===== src/rtl/bup_pkg.sv =====
// Shared types and constants of the report line parser.
`timescale 1ns / 1ps
package bup_pkg;
    localparam logic [1:0] KIND_CONN  = 2'd0;
    localparam logic [1:0] KIND_DISC  = 2'd1;
    localparam logic [1:0] KIND_WRITE = 2'd2;
    localparam logic [15:0] NO_DESC = 16'hFFFF;
    localparam logic [16:0] NUM_SAT = 17'd65536;

    typedef struct packed {
        logic        ok;
        logic [1:0]  event_kind;
        logic [7:0]  link_number;
        logic [15:0] service_number;
        logic [15:0] char_number;
        logic [15:0] desc_number;
        logic [15:0] payload_offset;
        logic [15:0] payload_length;
    } t_event;

    // Line summary handed from the byte parser to the event builder.
    typedef struct packed {
        logic        failed;
        logic        is_link;
        logic        is_write_val;
        logic        is_tail;
        logic        tail_s2;
        logic        disc;
        logic [16:0] accum;
        logic [8:0]  link_f;
        logic [16:0] srv_f;
        logic [16:0] chr_f;
        logic [16:0] first_f;
        logic [16:0] second_f;
        logic        later_comma;
        logic        second_comma;
        logic [16:0] rem1;
        logic [16:0] rem2;
        logic [15:0] off1;
        logic [15:0] off2;
    } t_summary;

    function automatic logic [16:0] push_digit(input logic [16:0] acc, input logic [7:0] b);
        logic [20:0] v;
        v = {acc, 3'b000} + {2'b00, acc, 1'b0} + {13'd0, (b - 8'h30)};
        return (v > {4'd0, NUM_SAT}) ? NUM_SAT : v[16:0];
    endfunction

    function automatic logic [16:0] inc17(input logic [16:0] v);
        return (v < 17'hFFFF) ? v + 17'd1 : 17'hFFFF;
    endfunction

    function automatic logic [15:0] inc16(input logic [15:0] v);
        return (v != 16'hFFFF) ? v + 16'd1 : 16'hFFFF;
    endfunction
endpackage


===== src/rtl/bup_front.sv =====
// Byte parser: per-byte state update, emits a line summary at line end.
`timescale 1ns / 1ps
module bup_front import bup_pkg::*; (
    input  logic       i_clk,
    input  logic       i_rst_n,
    input  logic       i_take,
    input  logic [7:0] i_byte,
    input  logic       i_end,
    output logic       o_sum_vld,
    output t_summary   o_sum
);
    typedef enum logic [4:0] {
        PH_PREFIX, PH_LINK_FIRST, PH_LINK_MORE, PH_LINK_DONE,
        PH_WC_FIRST, PH_WC_MORE, PH_WS_FIRST, PH_WS_MORE,
        PH_WH_FIRST, PH_WH_MORE, PH_AFTER_CHR, PH_X_MORE,
        PH_LEN_FIRST, PH_LEN_MORE, PH_VALUE,
        PH_T_S0, PH_T_S1, PH_T_S2, PH_T_SX
    } t_phase;

    t_phase r_ph, n_ph;
    logic [2:0]  r_alive, n_alive;
    logic [15:0] r_pos, n_pos;
    logic [16:0] r_acc, n_acc, r_srv, n_srv, r_chr, n_chr, r_f1, n_f1, r_f2, n_f2;
    logic [8:0]  r_link, n_link;
    logic        r_lc, n_lc, r_sc, n_sc, r_stop, n_stop, r_fail, n_fail;
    logic [16:0] r_rem1, n_rem1, r_rem2, n_rem2;
    logic [15:0] r_off1, n_off1, r_off2, n_off2;

    logic dig, comma, stopb;
    logic [16:0] dval;
    assign dig   = (i_byte >= 8'h30) && (i_byte <= 8'h39);
    assign comma = (i_byte == 8'h2C);
    assign stopb = (i_byte == 8'h0D) || (i_byte == 8'h0A) || (i_byte == 8'h00);
    assign dval  = {9'd0, i_byte - 8'h30};

    function automatic logic [7:0] pfx_char(input logic [1:0] k, input logic [3:0] p);
        logic [7:0] c;
        c = 8'h00;
        case (k)
            2'd0: c = 8'({"+BLECONN:"} >> (8 * (4'd8 - p)));
            2'd1: c = 8'({"+BLEDISCONN:"} >> (8 * (4'd11 - p)));
            default: c = 8'({"+WRITE:"} >> (8 * (4'd6 - p)));
        endcase
        return c;
    endfunction

    localparam logic [3:0] PFX_LEN [3] = '{4'd9, 4'd12, 4'd7};

    always_comb begin
        logic [2:0] alive;
        logic       done;
        n_ph = r_ph; n_alive = r_alive; n_pos = inc16(r_pos); n_acc = r_acc;
        n_link = r_link; n_srv = r_srv; n_chr = r_chr; n_f1 = r_f1; n_f2 = r_f2;
        n_lc = r_lc; n_sc = r_sc; n_rem1 = r_rem1; n_rem2 = r_rem2;
        n_off1 = r_off1; n_off2 = r_off2; n_stop = r_stop; n_fail = r_fail;
        alive = 3'b000;
        done = 1'b0;
        if (!r_fail && !r_stop) begin
            case (r_ph)
                PH_PREFIX: begin
                    for (int k = 0; k < 3; k++) begin
                        if (!done && r_alive[k] && r_pos < {12'd0, PFX_LEN[k]} &&
                            i_byte == pfx_char(2'(k), r_pos[3:0])) begin
                            alive[k] = 1'b1;
                            if (r_pos + 16'd1 == {12'd0, PFX_LEN[k]}) begin
                                done = 1'b1;
                                n_alive = 3'b001 << k;
                                n_ph = (k == 2) ? PH_WC_FIRST : PH_LINK_FIRST;
                            end
                        end
                    end
                    if (!done) begin
                        n_alive = alive;
                        if (alive == 3'b000) n_fail = 1'b1;
                    end
                end
                PH_LINK_FIRST, PH_WC_FIRST, PH_WS_FIRST, PH_WH_FIRST, PH_LEN_FIRST: begin
                    if (dig) begin
                        n_acc = dval;
                        n_ph = t_phase'(r_ph + 5'd1);
                    end else n_fail = 1'b1;
                end
                PH_LINK_MORE: begin
                    if (dig) n_acc = push_digit(r_acc, i_byte);
                    else n_ph = PH_LINK_DONE;
                end
                PH_WC_MORE, PH_WS_MORE, PH_WH_MORE, PH_X_MORE, PH_LEN_MORE: begin
                    if (dig) n_acc = push_digit(r_acc, i_byte);
                    else if (comma) begin
                        case (r_ph)
                            // Anything above 255 keeps bit 8 set.
                            PH_WC_MORE: begin n_link = {|r_acc[16:8], r_acc[7:0]};
                                n_ph = PH_WS_FIRST; end
                            PH_WS_MORE: begin n_srv = r_acc; n_ph = PH_WH_FIRST; end
                            PH_WH_MORE: begin n_chr = r_acc; n_ph = PH_AFTER_CHR; end
                            PH_X_MORE: begin n_f1 = r_acc; n_off1 = inc16(r_pos);
                                n_ph = PH_T_S0; end
                            default: begin n_f2 = r_acc; n_off2 = inc16(r_pos);
                                n_ph = PH_VALUE; end
                        endcase
                    end else n_fail = 1'b1;
                end
                PH_AFTER_CHR: begin
                    if (comma) n_ph = PH_LEN_FIRST;
                    else if (dig) begin n_acc = dval; n_ph = PH_X_MORE; end
                    else n_fail = 1'b1;
                end
                PH_VALUE: begin
                    if (stopb) n_stop = 1'b1;
                    else n_rem2 = inc17(r_rem2);
                end
                PH_T_S0, PH_T_S1, PH_T_S2, PH_T_SX: begin
                    if (stopb) begin
                        n_stop = 1'b1;
                        if (r_ph == PH_T_S0 || r_ph == PH_T_S1) n_ph = PH_T_SX;
                    end else begin
                        n_rem1 = inc17(r_rem1);
                        if (comma) n_lc = 1'b1;
                        case (r_ph)
                            PH_T_S0: begin
                                if (dig) begin n_f2 = dval; n_ph = PH_T_S1; end
                                else n_ph = PH_T_SX;
                            end
                            PH_T_S1: begin
                                if (dig) n_f2 = push_digit(r_f2, i_byte);
                                else if (comma) begin
                                    n_sc = 1'b1; n_off2 = inc16(r_pos); n_ph = PH_T_S2;
                                end else n_ph = PH_T_SX;
                            end
                            PH_T_S2: n_rem2 = inc17(r_rem2);
                            default: ;
                        endcase
                    end
                end
                default: ;
            endcase
            if (i_byte == 8'h00) n_stop = 1'b1;
        end
    end

    // Summary built from the updated state of the final byte.
    always_comb begin
        o_sum.failed       = n_fail;
        o_sum.is_link      = (n_ph == PH_LINK_MORE) || (n_ph == PH_LINK_DONE);
        o_sum.is_write_val = (n_ph == PH_VALUE);
        o_sum.is_tail      = (n_ph == PH_T_S0) || (n_ph == PH_T_S1) ||
                             (n_ph == PH_T_S2) || (n_ph == PH_T_SX);
        o_sum.tail_s2      = (n_ph == PH_T_S2);
        o_sum.disc         = (n_alive == 3'b010);
        o_sum.accum        = n_acc;
        o_sum.link_f       = n_link;
        o_sum.srv_f        = n_srv;
        o_sum.chr_f        = n_chr;
        o_sum.first_f      = n_f1;
        o_sum.second_f     = n_f2;
        o_sum.later_comma  = n_lc;
        o_sum.second_comma = n_sc;
        o_sum.rem1         = n_rem1;
        o_sum.rem2         = n_rem2;
        o_sum.off1         = n_off1;
        o_sum.off2         = n_off2;
    end
    assign o_sum_vld = i_take && i_end;

    always_ff @(posedge i_clk) begin
        if (!i_rst_n || (i_take && i_end)) begin
            r_ph <= PH_PREFIX; r_alive <= 3'b111; r_pos <= '0; r_acc <= '0;
            r_link <= '0; r_srv <= '0; r_chr <= '0; r_f1 <= '0; r_f2 <= '0;
            r_lc <= 1'b0; r_sc <= 1'b0; r_rem1 <= '0; r_rem2 <= '0;
            r_off1 <= '0; r_off2 <= '0; r_stop <= 1'b0; r_fail <= 1'b0;
        end else if (i_take) begin
            r_ph <= n_ph; r_alive <= n_alive; r_pos <= n_pos; r_acc <= n_acc;
            r_link <= n_link; r_srv <= n_srv; r_chr <= n_chr; r_f1 <= n_f1; r_f2 <= n_f2;
            r_lc <= n_lc; r_sc <= n_sc; r_rem1 <= n_rem1; r_rem2 <= n_rem2;
            r_off1 <= n_off1; r_off2 <= n_off2; r_stop <= n_stop; r_fail <= n_fail;
        end
    end
endmodule


===== src/rtl/bup_queue.sv =====
// Two-entry queue of line summaries between parser and event builder.
`timescale 1ns / 1ps
module bup_queue import bup_pkg::*; (
    input  logic     i_clk,
    input  logic     i_rst_n,
    input  logic     i_push,
    input  t_summary i_data,
    output logic     o_full,
    input  logic     i_pop,
    output logic     o_empty,
    output t_summary o_data
);
    t_summary r_mem [2];
    logic     r_wp, r_rp;
    logic [1:0] r_cnt;
    logic do_push, do_pop;
    assign o_full  = (r_cnt == 2'd2);
    assign o_empty = (r_cnt == 2'd0);
    assign do_push = i_push && !o_full;
    assign do_pop  = i_pop && !o_empty;
    assign o_data  = r_mem[r_rp];
    always_ff @(posedge i_clk) begin
        if (do_push) r_mem[r_wp] <= i_data;
    end
    always_ff @(posedge i_clk) begin
        if (!i_rst_n) begin
            r_wp <= 1'b0; r_rp <= 1'b0; r_cnt <= 2'd0;
        end else begin
            if (do_push) r_wp <= ~r_wp;
            if (do_pop) r_rp <= ~r_rp;
            r_cnt <= r_cnt + {1'b0, do_push} - {1'b0, do_pop};
        end
    end
endmodule


===== src/rtl/bup_back.sv =====
// Event builder: turns a line summary into a result and holds it for output.
`timescale 1ns / 1ps
module bup_back import bup_pkg::*; (
    input  logic     i_clk,
    input  logic     i_rst_n,
    input  logic     i_q_empty,
    input  t_summary i_sum,
    output logic     o_q_pop,
    input  logic     i_pop,
    output logic     o_empty,
    output t_event   o_ev
);
    t_event ev, r_ev;
    logic   r_vld;
    logic   take;

    always_comb begin
        logic        good;
        logic [16:0] len, rem, desc;
        logic [15:0] off;
        ev = '0;
        ev.desc_number = NO_DESC;
        good = 1'b1; len = '0; rem = '0; off = '0; desc = {1'b0, NO_DESC};
        if (!i_sum.failed) begin
            if (i_sum.is_link) begin
                if (i_sum.accum <= 17'd255) begin
                    ev.ok = 1'b1;
                    ev.event_kind = i_sum.disc ? KIND_DISC : KIND_CONN;
                    ev.link_number = i_sum.accum[7:0];
                end
            end else if (i_sum.is_write_val || i_sum.is_tail) begin
                if (i_sum.is_write_val) begin
                    len = i_sum.second_f; rem = i_sum.rem2; off = i_sum.off2;
                end else if (!i_sum.later_comma) begin
                    len = i_sum.first_f; rem = i_sum.rem1; off = i_sum.off1;
                end else if (i_sum.tail_s2 && i_sum.second_comma) begin
                    desc = i_sum.first_f; len = i_sum.second_f;
                    rem = i_sum.rem2; off = i_sum.off2;
                end else good = 1'b0;
                if (good && i_sum.link_f <= 9'd255 && !i_sum.srv_f[16] &&
                    !i_sum.chr_f[16] && !desc[16] && !len[16] && rem >= len) begin
                    ev.ok = 1'b1;
                    ev.event_kind = KIND_WRITE;
                    ev.link_number = i_sum.link_f[7:0];
                    ev.service_number = i_sum.srv_f[15:0];
                    ev.char_number = i_sum.chr_f[15:0];
                    ev.desc_number = desc[15:0];
                    ev.payload_offset = off;
                    ev.payload_length = len[15:0];
                end
            end
        end
    end

    assign take    = !i_q_empty && (!r_vld || i_pop);
    assign o_q_pop = take;
    assign o_empty = !r_vld;
    assign o_ev    = r_ev;

    always_ff @(posedge i_clk) begin
        if (!i_rst_n) r_vld <= 1'b0;
        else if (take) r_vld <= 1'b1;
        else if (i_pop) r_vld <= 1'b0;
        if (take) r_ev <= ev;
    end
endmodule


===== src/rtl/ble_urc_event_line_parser_top.sv =====
// Top level of the modem report line parser.
//   channel | direction | handshake    | payload
//   line in | in        | push / full  | line_byte, line_end
//   event   | out       | pop / empty  | ok, kind, link, service, char, desc, offset, length
// One byte is taken per cycle while full is low; the byte parser updates its state as each byte is taken.
// A line's summary is written into the queue with its final byte, then moves into the output register once it is free.
// Summaries wait in a two-entry queue; full rises only when queue and output are held.
// Reset is synchronous, active low, and clears the parser, the summary queue and the output valid flag.
`timescale 1ns / 1ps
module ble_urc_event_line_parser_top import bup_pkg::*; (
    input  logic        i_clk,
    input  logic        i_rst_n,
    input  logic        push,
    output logic        full,
    input  logic [7:0]  i_line_byte,
    input  logic        i_line_end,
    output logic        empty,
    input  logic        pop,
    output logic        o_ok,
    output logic [1:0]  o_event_kind,
    output logic [7:0]  o_link_number,
    output logic [15:0] o_service_number,
    output logic [15:0] o_char_number,
    output logic [15:0] o_desc_number,
    output logic [15:0] o_payload_offset,
    output logic [15:0] o_payload_length
);
    t_summary sum, q_sum;
    logic     sum_vld, q_full, q_empty, q_pop, take;
    t_event   ev;

    // A byte transfer is stalled only while the summary queue is full.
    assign full = q_full;
    assign take = push && !q_full;

    bup_front u_front (
        .i_clk(i_clk), .i_rst_n(i_rst_n), .i_take(take), .i_byte(i_line_byte),
        .i_end(i_line_end), .o_sum_vld(sum_vld), .o_sum(sum)
    );

    bup_queue u_queue (
        .i_clk(i_clk), .i_rst_n(i_rst_n), .i_push(sum_vld), .i_data(sum),
        .o_full(q_full), .i_pop(q_pop), .o_empty(q_empty), .o_data(q_sum)
    );

    bup_back u_back (
        .i_clk(i_clk), .i_rst_n(i_rst_n), .i_q_empty(q_empty), .i_sum(q_sum),
        .o_q_pop(q_pop), .i_pop(pop), .o_empty(empty), .o_ev(ev)
    );

    assign o_ok             = ev.ok;
    assign o_event_kind     = ev.event_kind;
    assign o_link_number    = ev.link_number;
    assign o_service_number = ev.service_number;
    assign o_char_number    = ev.char_number;
    assign o_desc_number    = ev.desc_number;
    assign o_payload_offset = ev.payload_offset;
    assign o_payload_length = ev.payload_length;
endmodule


===== config.mk =====
export PLATFORM = sky130hd
export DESIGN_NAME = ble_urc_event_line_parser_top
export DESIGN_NICKNAME = d
export VERILOG_FILES = /design/src/rtl/bup_pkg.sv /design/src/rtl/bup_front.sv /design/src/rtl/bup_queue.sv /design/src/rtl/bup_back.sv /design/src/rtl/ble_urc_event_line_parser_top.sv
export SDC_FILE = /design/constraint.sdc
export NUM_CORES = 1
export LEC_CHECK = 0
export ABC_CLOCK_PERIOD_IN_PS = 9700
export BUFFER_PORTS_ARGS = -buffer_cell sky130_fd_sc_hd__buf_2
export CORE_MARGIN = 1
export CORE_UTILIZATION = 58
export CTS_BUF_LIST = sky130_fd_sc_hd__clkbuf_4
export DETAILED_ROUTE_END_ITERATION = 8
export PLACE_DENSITY = 0.78
export SLEW_MARGIN = 20
export SYNTH_ARGS = -nofsm -noshare
export SYNTH_HDL_FRONTEND = slang
export SYNTH_SLANG_ARGS = --single-unit

===== constraint.sdc =====
create_clock -name i_clk -period 9.7 [get_ports i_clk]
set_input_delay 0.97 -clock i_clk [delete_from_list [all_inputs] [get_ports i_clk]]
set_output_delay 0.97 -clock i_clk [all_outputs]
set_load 0.1 [all_outputs]

======== Yosys cells after proc, flatten, opt, wreduce, memory -nomap -nowiden ========
Memory sizes are Yosys's and may differ from the RTL's. A register that Yosys moved wholly into a read port is not among the register bits.
Index checks and enable logic that the tools add are counted.
cells by class
  equality and inequality tests ........... 36
  reductions and logical operators ........ 60
  $lt $le $gt $ge ......................... 12
  add/subtract/negate cells ............... 14
  bitwise operators ....................... 4
  multiplexer cells ....................... 177
  shift-type cells ........................ 3
operators by type and width
  cell                     number
  $mux W17                 55
  $mux W16                 17
  $mux W91                 2
  $pmux W17 S2             3
  $shr A94 B32 Y8 const A  1
  $mux W5                  16
  $shr A70 B32 Y8 const A  1
  $mux W1                  54
  $shr A54 B32 Y8 const A  1
  $pmux W17 S3             1
  $eq A5 B4 Y1 const B     10
  $mux W8                  6
  $mux W9                  5
  $add A20 B18 Y21         2
  $add A21 B8 Y21          2
  $gt A21 B17 Y1 const B   2
  $add A17 B1 Y17 const B  2
  $lt A17 B16 Y1 const B   2
  $eq A16 B4 Y1 const B    2
  $lt A16 B4 Y1 const B    2
  $pmux W16 S2             1
  $eq A5 B5 Y1 const B     6
  $pmux W5 S6              1
  $mux W3                  9
  other kinds (42)         103
word-level totals
  input port bits ......................... 13
  output and inout port bits .............. 93
  RAM bits ................................ 336
  register bits ........................... 284
  word-level logic and storage cells ...... 336
  memories kept ........................... 1
memory list
  memory         depth  width  read ports  clocked after memory_dff  wr ports  RTL line         text
  u_queue.r_mem  2      168    1           1                         1         bup_queue.sv:13  t_summary r_mem [2];

======== Longest topological paths before layout ========
Gate-level depths: netlist (run 1).
  depth after elaboration ................. 28
  mapped depth ............................ 19
  gate-level depth less buffers ........... 16

======== By module ========
A second synthesis (run 1) with hierarchy kept.
second synthesis, totals
  cells, all modules ...................... 2931
  area, all modules ....................... 32611.3 µm²
modules (own cells, without submodules)
  module                         area an instance (µm²)  seq. area each (µm²)  times used  cells each
  bup_front                      15568.7                 3763.6                1           2066
  bup_queue                      12783.5                 10189.8               1           550
  bup_back                       4245.3                  2752.6                1           314
  ble_urc_event_line_parser_top  13.8                    0.0                   1           1

======== Least setup slack after synthesis (run 1) ========
No wires, ideal clock.
  kind .................................... input port to flip-flop
  start ................................... input push
  end ..................................... memory u_queue.r_mem[0][0] (netlist bit), enable pin
  cell stages on the path ................. 4
  buffers on the path ..................... 1
  data arrival time ....................... 8.405 ns
  path slack .............................. 0.595 ns
  library setup time ...................... 0.700 ns
  data required time ...................... 9.000 ns
  cell sequence ........................... nor2b_1 clkbuf_1 nand2_1 nor2_1
on the way
  longest elaborated chain between the ends .. 5
ends and longest elaborated chain
  element                        RTL line                             text
  start: declaration             ble_urc_event_line_parser_top.sv:13  input logic push,
  $logic_and A1 B1 Y1            ble_urc_event_line_parser_top.sv:34  assign take = push && !q_full;
  $logic_and A1 B1 Y1            bup_front.sv:163                     assign o_sum_vld = i_take && i_end;
  $logic_and A1 B1 Y1            bup_queue.sv:19                      assign do_push = i_push && !o_full;
  $mux W1                        bup_queue.sv:23                      if (do_push) r_mem[r_wp] <= i_data;
  $mux W1 (implied by the code)  bup_queue.sv:23
  end: declaration               bup_queue.sv:13
No other way between the ends.

==> results_dict.tcl, run 1 <==
set metrics [dict create \
    status "complete, no violations" \
    clkTransAtPathRegs_ns 0.07 \
    synth-seq-cells 621 \
    syn_avg_cell_area_sq_um 10.5 \
    synth_area_leader_cell "edfxtp_1" \
    maxSlewHeadroom_pct 17.3 \
    die_w_microns 235 \
    synthFlopType "edfxtp_1" \
    routed-via-count 24727 \
    fin_cells 3916 \
    dr.pass1.iters 7 \
    cts_tree "built" \
    cts_max_level 4 \
    synth_area_sq_um 31500 \
    die-area_sq_um 55200 \
    initial_utilization_pct 59.3 \
    hold_viol_final 0 \
    place_congestion 0.977 \
    async_flop_share_pct 0 \
    cts-resized-gates 0 \
    grt_max_degree 178 \
    drive_gt1_share_pct 16.7 \
    chipHeight_microns 235 \
    placed_area_sq_um 32400 \
    hp-start "i_rst_n" \
    synth_cell_types 92 \
    irDropWorstVdd_v 0.000213 \
    drv_slew 0 \
    rows 84 \
    clk_path_buf_depth 3 \
    critical_path_required_ns 10.45 \
    synthTopCellsByArea "edfxtp_1 (41%), dfxtp_1 (12%), nand2_1 (5.4%)" \
    setup_viol 0 \
    dpl.hpwl_microns 56100 \
    max_clock_freq_mhz 147 \
    worstPathMaxFanout 57 \
    seqPwrFrac_pct 39.9 \
    fill_cells 4015 \
    synth_edf_count 427 \
    power.share.clock_pct 28.1 \
    hp-class "primary input to flop" \
    r2r_end "u_back.o_ev[0]" \
    yosysSeqAreaShare_pct 53.1 \
    met2WireLength_microns 39300 \
    min_period_ns 6.81 \
    finalSetupTns_ns 0 \
    synth.most_common_cell "nand2_1" \
    rsz0062_at_grt "no" \
    fin_area_sq_um 34600 \
    met3WireLength_microns 7880 \
    switchingPower_uw 3170 \
    pwr-share-comb_pct 31.9 \
    maxCapViolCount 0 \
    portBuffers 105 \
    area_growth_pct 9.99 \
    cts_buffers 154 \
    synth_nets 3106 \
    grt_pass1_vias 23885 \
    synth_top_area_share_pct 40.8 \
    power.internal_uw 5070 \
    clk_latency_ns 1.04 \
    worstMarginPinSlew_ns 1.24 \
    syn_inst 2984 \
    synth_top_cells_by_count "nand2_1 (449), edfxtp_1 (427), nor2_1 (272)" \
    finalNetCount 3214 \
    track_usage_pct 30.5 \
    drc 0 \
    grt-ovfl-total 0 \
    antenna_found_initial 3 \
    critPathCaptureType "flop" \
    crit_arrival_ns 7.55 \
    detail_route.wirelength_microns 84900 \
    grt_pass1_wl_microns 131000 \
    fp.coreArea_sq_um 53100 \
    hold_end "u_back.r_vld" \
    ios 106 \
    start_kind "flop" \
    rrSetupSlack_ns 2.89 \
    clock-root-buffer "clkbuf_4" \
    p_leak_uw 0.0126 \
    hold_depth 2 \
    power_density_nw_per_um2 238 \
    finalCritPeriodShare_pct 70.2 \
    placedCellCount 3623 \
    clock_sinks 621 \
    path_class "flop to flop" \
    post_cts_buffers 0 \
    wl_met1_microns 35300 \
    drtIter0Drc 2635 \
    highest_layer "met5" \
    yosys_warnings 0 \
    cts_hold_buf 0 \
    reg2regPathDepth 16 \
    wl_per_cell_microns 21.7 \
    drt-vias-per-instance 6.31 \
    finalClockSkew_ns 0.0699 \
    sw_frac_of_total_pct 38.4 \
    drtAntennaViolNets 0 \
]
[power by group through the flow]
stage	registers, uW	clock network (uW)	logic (uW)
after floorplan	4070	0	1330
after global placement	3340	0	2560
after detailed placement	3350	0	2600
after CTS	3290	2340	2610
after global routing	3320	2480	2770
final	3290	2320	2630
[worst max-delay path, stage by stage, from the launching register on]
cell and delay [ns]:
dfxtp_4 0.90, buf_4 0.71, buf_4 0.76, mux4_2 0.60, nand2_1 0.11, ha_1 0.29, nor2b_1 0.14, o21a_1 0.16
o21a_1 0.16, o21a_1 0.16, o21a_1 0.16, o21ai_0 0.20, a31oi_1 0.17, o31ai_4 0.83, buf_4 0.71, inv_1 0.15
and2_1 0.21
[state kept, by name (all words and copies together) (netlist names), 2 cells and up, named ones only]
| name | cells |
|---|---|
| u_front.r_rem2 | 17 |
| u_front.r_off2 | 16 |
| u_front.r_chr | 17 |
| u_front.r_link | 9 |
| u_front.r_alive | 3 |
| u_queue.r_cnt | 2 |
| u_front.r_off1 | 16 |
| u_front.r_acc | 17 |
| u_queue.r_mem | 336 |
| u_front.r_rem1 | 17 |
| u_front.r_f2 | 17 |
| u_front.r_ph | 5 |
| u_front.r_pos | 16 |
| u_front.r_srv | 17 |
| u_back.o_ev | 91 |
| u_front.r_f1 | 17 |
[layer usage]
metal	GRT usage, %	vias up
li1	-	11308
met1	41.2	11989
met2	47.8	1242
met3	7.21	186
met4	11.5	2
met5	0	-
[final cells by class]
class / count / area, sq um / share of cell area (%)
multi-input combinational: 2094 / 13800 / 39.8
clock buffer: 233 / 1750 / 5.05
clock inverter: 55 / 360 / 1.04
inverter: 83 / 312 / 0.900
antenna: 4 / 10.0 / 0.0289
sequential: 621 / 16700 / 48.3
tap: 688 / 861 / 2.49
timing repair buffer: 138 / 818 / 2.36
[layout by cell type, fill, tap and decap left out, types with 32 or more instances in the layout]
| master | count |
|---|---|
| nand2_1 | 448 |
| edfxtp_1 | 427 |
| nor2_1 | 268 |
| clkbuf_4 | 233 |
| a21oi_1 | 197 |
| dfxtp_1 | 193 |
| o21ai_0 | 133 |
| buf_2 | 105 |
| ha_1 | 97 |
| inv_1 | 81 |
| mux2i_1 | 71 |
| nand3_1 | 58 |
| nor3_1 | 54 |
| mux4_2 | 50 |
| and2_1 | 43 |
| mux2_2 | 43 |
| xor2_1 | 36 |
| xnor2_1 | 35 |
| a31oi_1 | 35 |
| nor2b_1 | 33 |
| a211oi_1 | 32 |
[kinds of logic (layout without fill, tap and decap cells)]
logic type / after synthesis / after routing / synth area share, %
AO/OA/AOI/OAI: 681 / 681 / 14.0
AND/OR/NAND/NOR: 1069 / 1069 / 15.5
multiplexers: 164 / 164 / 7.38
other: 0 / 4 / 0
buffers and inverters: 269 / 509 / 3.41
adder cells (fa/ha/maj): 109 / 109 / 4.62
flip-flops: 621 / 621 / 53.1
XOR/XNOR: 71 / 71 / 1.98
[worst max-delay path by stage]
| stage | startpoint | end | slack [ns] | cells after the start |
|---|---|---|---|---|
| floorplan | push | u_queue.r_mem[0][0] | 0.60 | 4 |
| global placement | flop | u_back.o_ev[0] | 3.06 | 16 |
| detailed placement | flop | u_back.o_ev[0] | 2.93 | 16 |
| CTS | flop | u_back.o_ev[0] | 2.87 | 16 |
| global route | flop | u_back.o_ev[0] | 2.56 | 16 |
| finish | flop | u_back.o_ev[0] | 2.89 | 16 |
[stage by stage]
step	utilization (%)	worst slack [ns]	hold slack [ns]	total power, uW
after detailed placement	61.1	2.93	0.446	5950
after global routing	65.2	2.56	0.213	8570
after floorplan	-	0.595	0.429	5400
after global placement	61.1	3.06	0.439	5900
after CTS	65.1	2.87	0.182	8250
final	65.2	2.89	0.268	8240
Power figures use the tool's default switching activity.
==> run 2, diff against run 1 <==
ABC_CLOCK_PERIOD_IN_PS = 6030   (was 9700)
clock period = 6.03 ns   (was 9.7 ns; I/O delays follow)
==> results_dict.tcl, run 2 (synthesis gave the netlist of run 1 again) <==
set metrics [dict create \
    status "complete, no violations" \
    hold_depth 5 \
    grt_max_degree 178 \
    rows 84 \
    path_class "flop to flop" \
    drc 0 \
    die-area_sq_um 55200 \
    clkTransAtPathRegs_ns 0.06 \
    initial_utilization_pct 59.3 \
    placed_area_sq_um 32600 \
    power.internal_uw 8410 \
    layout_common_cells "nand2_1 (448), edfxtp_1 (427), nor2_1 (269), clkbuf_4 (249), a21oi_1 (196)" \
    cts-resized-gates 0 \
    setup_viol 0 \
    dpl.hpwl_microns 58300 \
    antenna_found_initial 2 \
    irDropWorstVdd_v 0.000386 \
    finalNetCount 3230 \
    power.share.clock_pct 29.1 \
    detail_route.wirelength_microns 87800 \
    holdWs_ns 0.218 \
    chipHeight_microns 235 \
    cts_max_level 4 \
    portBuffers 105 \
    seqPwrFrac_pct 38.8 \
    max_clock_freq_mhz 195 \
    clk_path_buf_depth 3 \
    grt-ovfl-total 0 \
    drtAntennaViolNets 0 \
    regMostFlops "u_queue.r_mem" \
    start_kind "flop" \
    hold_viol_final 0 \
    fin_cells 3934 \
    drt-vias-per-instance 6.31 \
    worstMarginPinSlew_ns 1.12 \
    clock_sinks 621 \
    hp-class "primary input to flop" \
    ios 106 \
    area_growth_pct 10.8 \
    p_leak_uw 0.0127 \
    track_usage_pct 31.8 \
    finalCritPeriodShare_pct 84.8 \
    drv_slew 0 \
    clock-root-buffer "clkbuf_4" \
    min_period_ns 5.12 \
    worstPathMaxFanout 22 \
    pwr-share-comb_pct 32.2 \
    switchingPower_uw 5170 \
    reg2regPathDepth 13 \
    finalSetupTns_ns 0 \
    grt_pass1_vias 24024 \
    place_congestion 0.925 \
    power_density_nw_per_um2 389 \
    drtIter0Drc 2743 \
    finalClockSkew_ns 0.0543 \
    maxCapViolCount 0 \
    fin_area_sq_um 34900 \
    clk_latency_ns 1.02 \
    wl_per_cell_microns 22.3 \
    power_uw 13600 \
    die_w_microns 235 \
    cts_buffers 158 \
    routed-via-count 24828 \
    critical_path_required_ns 6.80 \
    crit_arrival_ns 5.89 \
    largest_reg_flops 336 \
    drive_gt1_share_pct 17.2 \
    grt_pass1_wl_microns 136000 \
    final_common_cell "nand2_1" \
    maxSlewHeadroom_pct 25.3 \
    cts_tree "built" \
    placedCellCount 3634 \
    critPathCaptureType "flop" \
    rsz0062_at_grt "no" \
    dr.pass1.iters 8 \
    sw_frac_of_total_pct 38.1 \
    fp.coreArea_sq_um 53100 \
]
-- run 2: cell count changes in the layout (fill, tap and decap cells not counted), moves of 2 or more --
cell and change:
clkinvlp_4 +2, clkinv_1 -3, inv_2 -2, buf_4 +8
dlygate4sd3_1 +2, clkbuf_4 +16, buf_12 +3, bufinv_16 +3
clkinv_2 -7
-- run 2: layer usage --
| layer | GRT usage [%] | routed length (microns) | vias to the layer above |
|---|---|---|---|
| li1 | - | - | 11358 |
| met1 | 43.2 | 36200 | 11930 |
| met2 | 48.5 | 39900 | 1323 |
| met3 | 8.07 | 8510 | 217 |
| met4 | 13.5 | 3150 | 0 |
| met5 | 0 | 0 | - |
-- run 2: power by group through the flow --
stage | Combinational, uW | Clock [uW] | Sequential (uW)
detailed placement | 4310 | 0 | 5340
finish | 4370 | 3950 | 5260
global placement | 4230 | 0 | 5320
floorplan | 2140 | 0 | 6510
global route | 4600 | 4240 | 5290
CTS | 4350 | 4010 | 5250
-- run 2: what timing repair did --
item,4_1_cts,5_1_grt
endpoints found under the hold margin,6,0
hold buffers,2,0
buffers inserted,0,0
-- run 2: path summary, 6_finish.rpt --
kind | start | to | slack (ns)
setup / recovery | u_front.r_acc[1] | u_queue.r_mem[1][156] | 0.91
hold / removal | i_line_end | u_queue.r_cnt[0] | 0.22
setup reg to reg | u_front.r_acc[1] | u_queue.r_mem[1][156] | 0.91
hold reg to reg | u_front.r_off1[9] | u_front.r_off1[9] | 0.45
-- run 2: critical path, cell delays in order (launching register included) --
cell	delay, ns
dfxtp_1	0.67
inv_1	0.30
fa_1	0.57
inv_1	0.05
ha_1	0.34
nor2b_1	0.17
o31ai_1	0.46
a211oi_1	0.19
o21ai_1	0.23
a21oi_1	0.10
a2111oi_1	0.64
a31oi_1	0.32
or3_4	0.57
o21ai_0	0.29
-- run 2: layout make-up --
class / instances / area (sq um)
clock inverters: 46 / 394
repair buffers: 150 / 931
well taps: 688 / 861
clock buffers: 249 / 1870
fillers: 4034 / 18200
flip-flops and latches: 621 / 16700
multi-input cells: 2094 / 13800
inverters: 83 / 312
diodes: 3 / 7.51
-- run 2: stage by stage --
stage	utilization (%)	worst slack [ns]
after floorplan	-	1.25
after global placement	61.3	0.728
after detailed placement	61.3	0.570
after CTS	65.7	1.03
after global routing	65.7	0.684
final	65.7	0.914
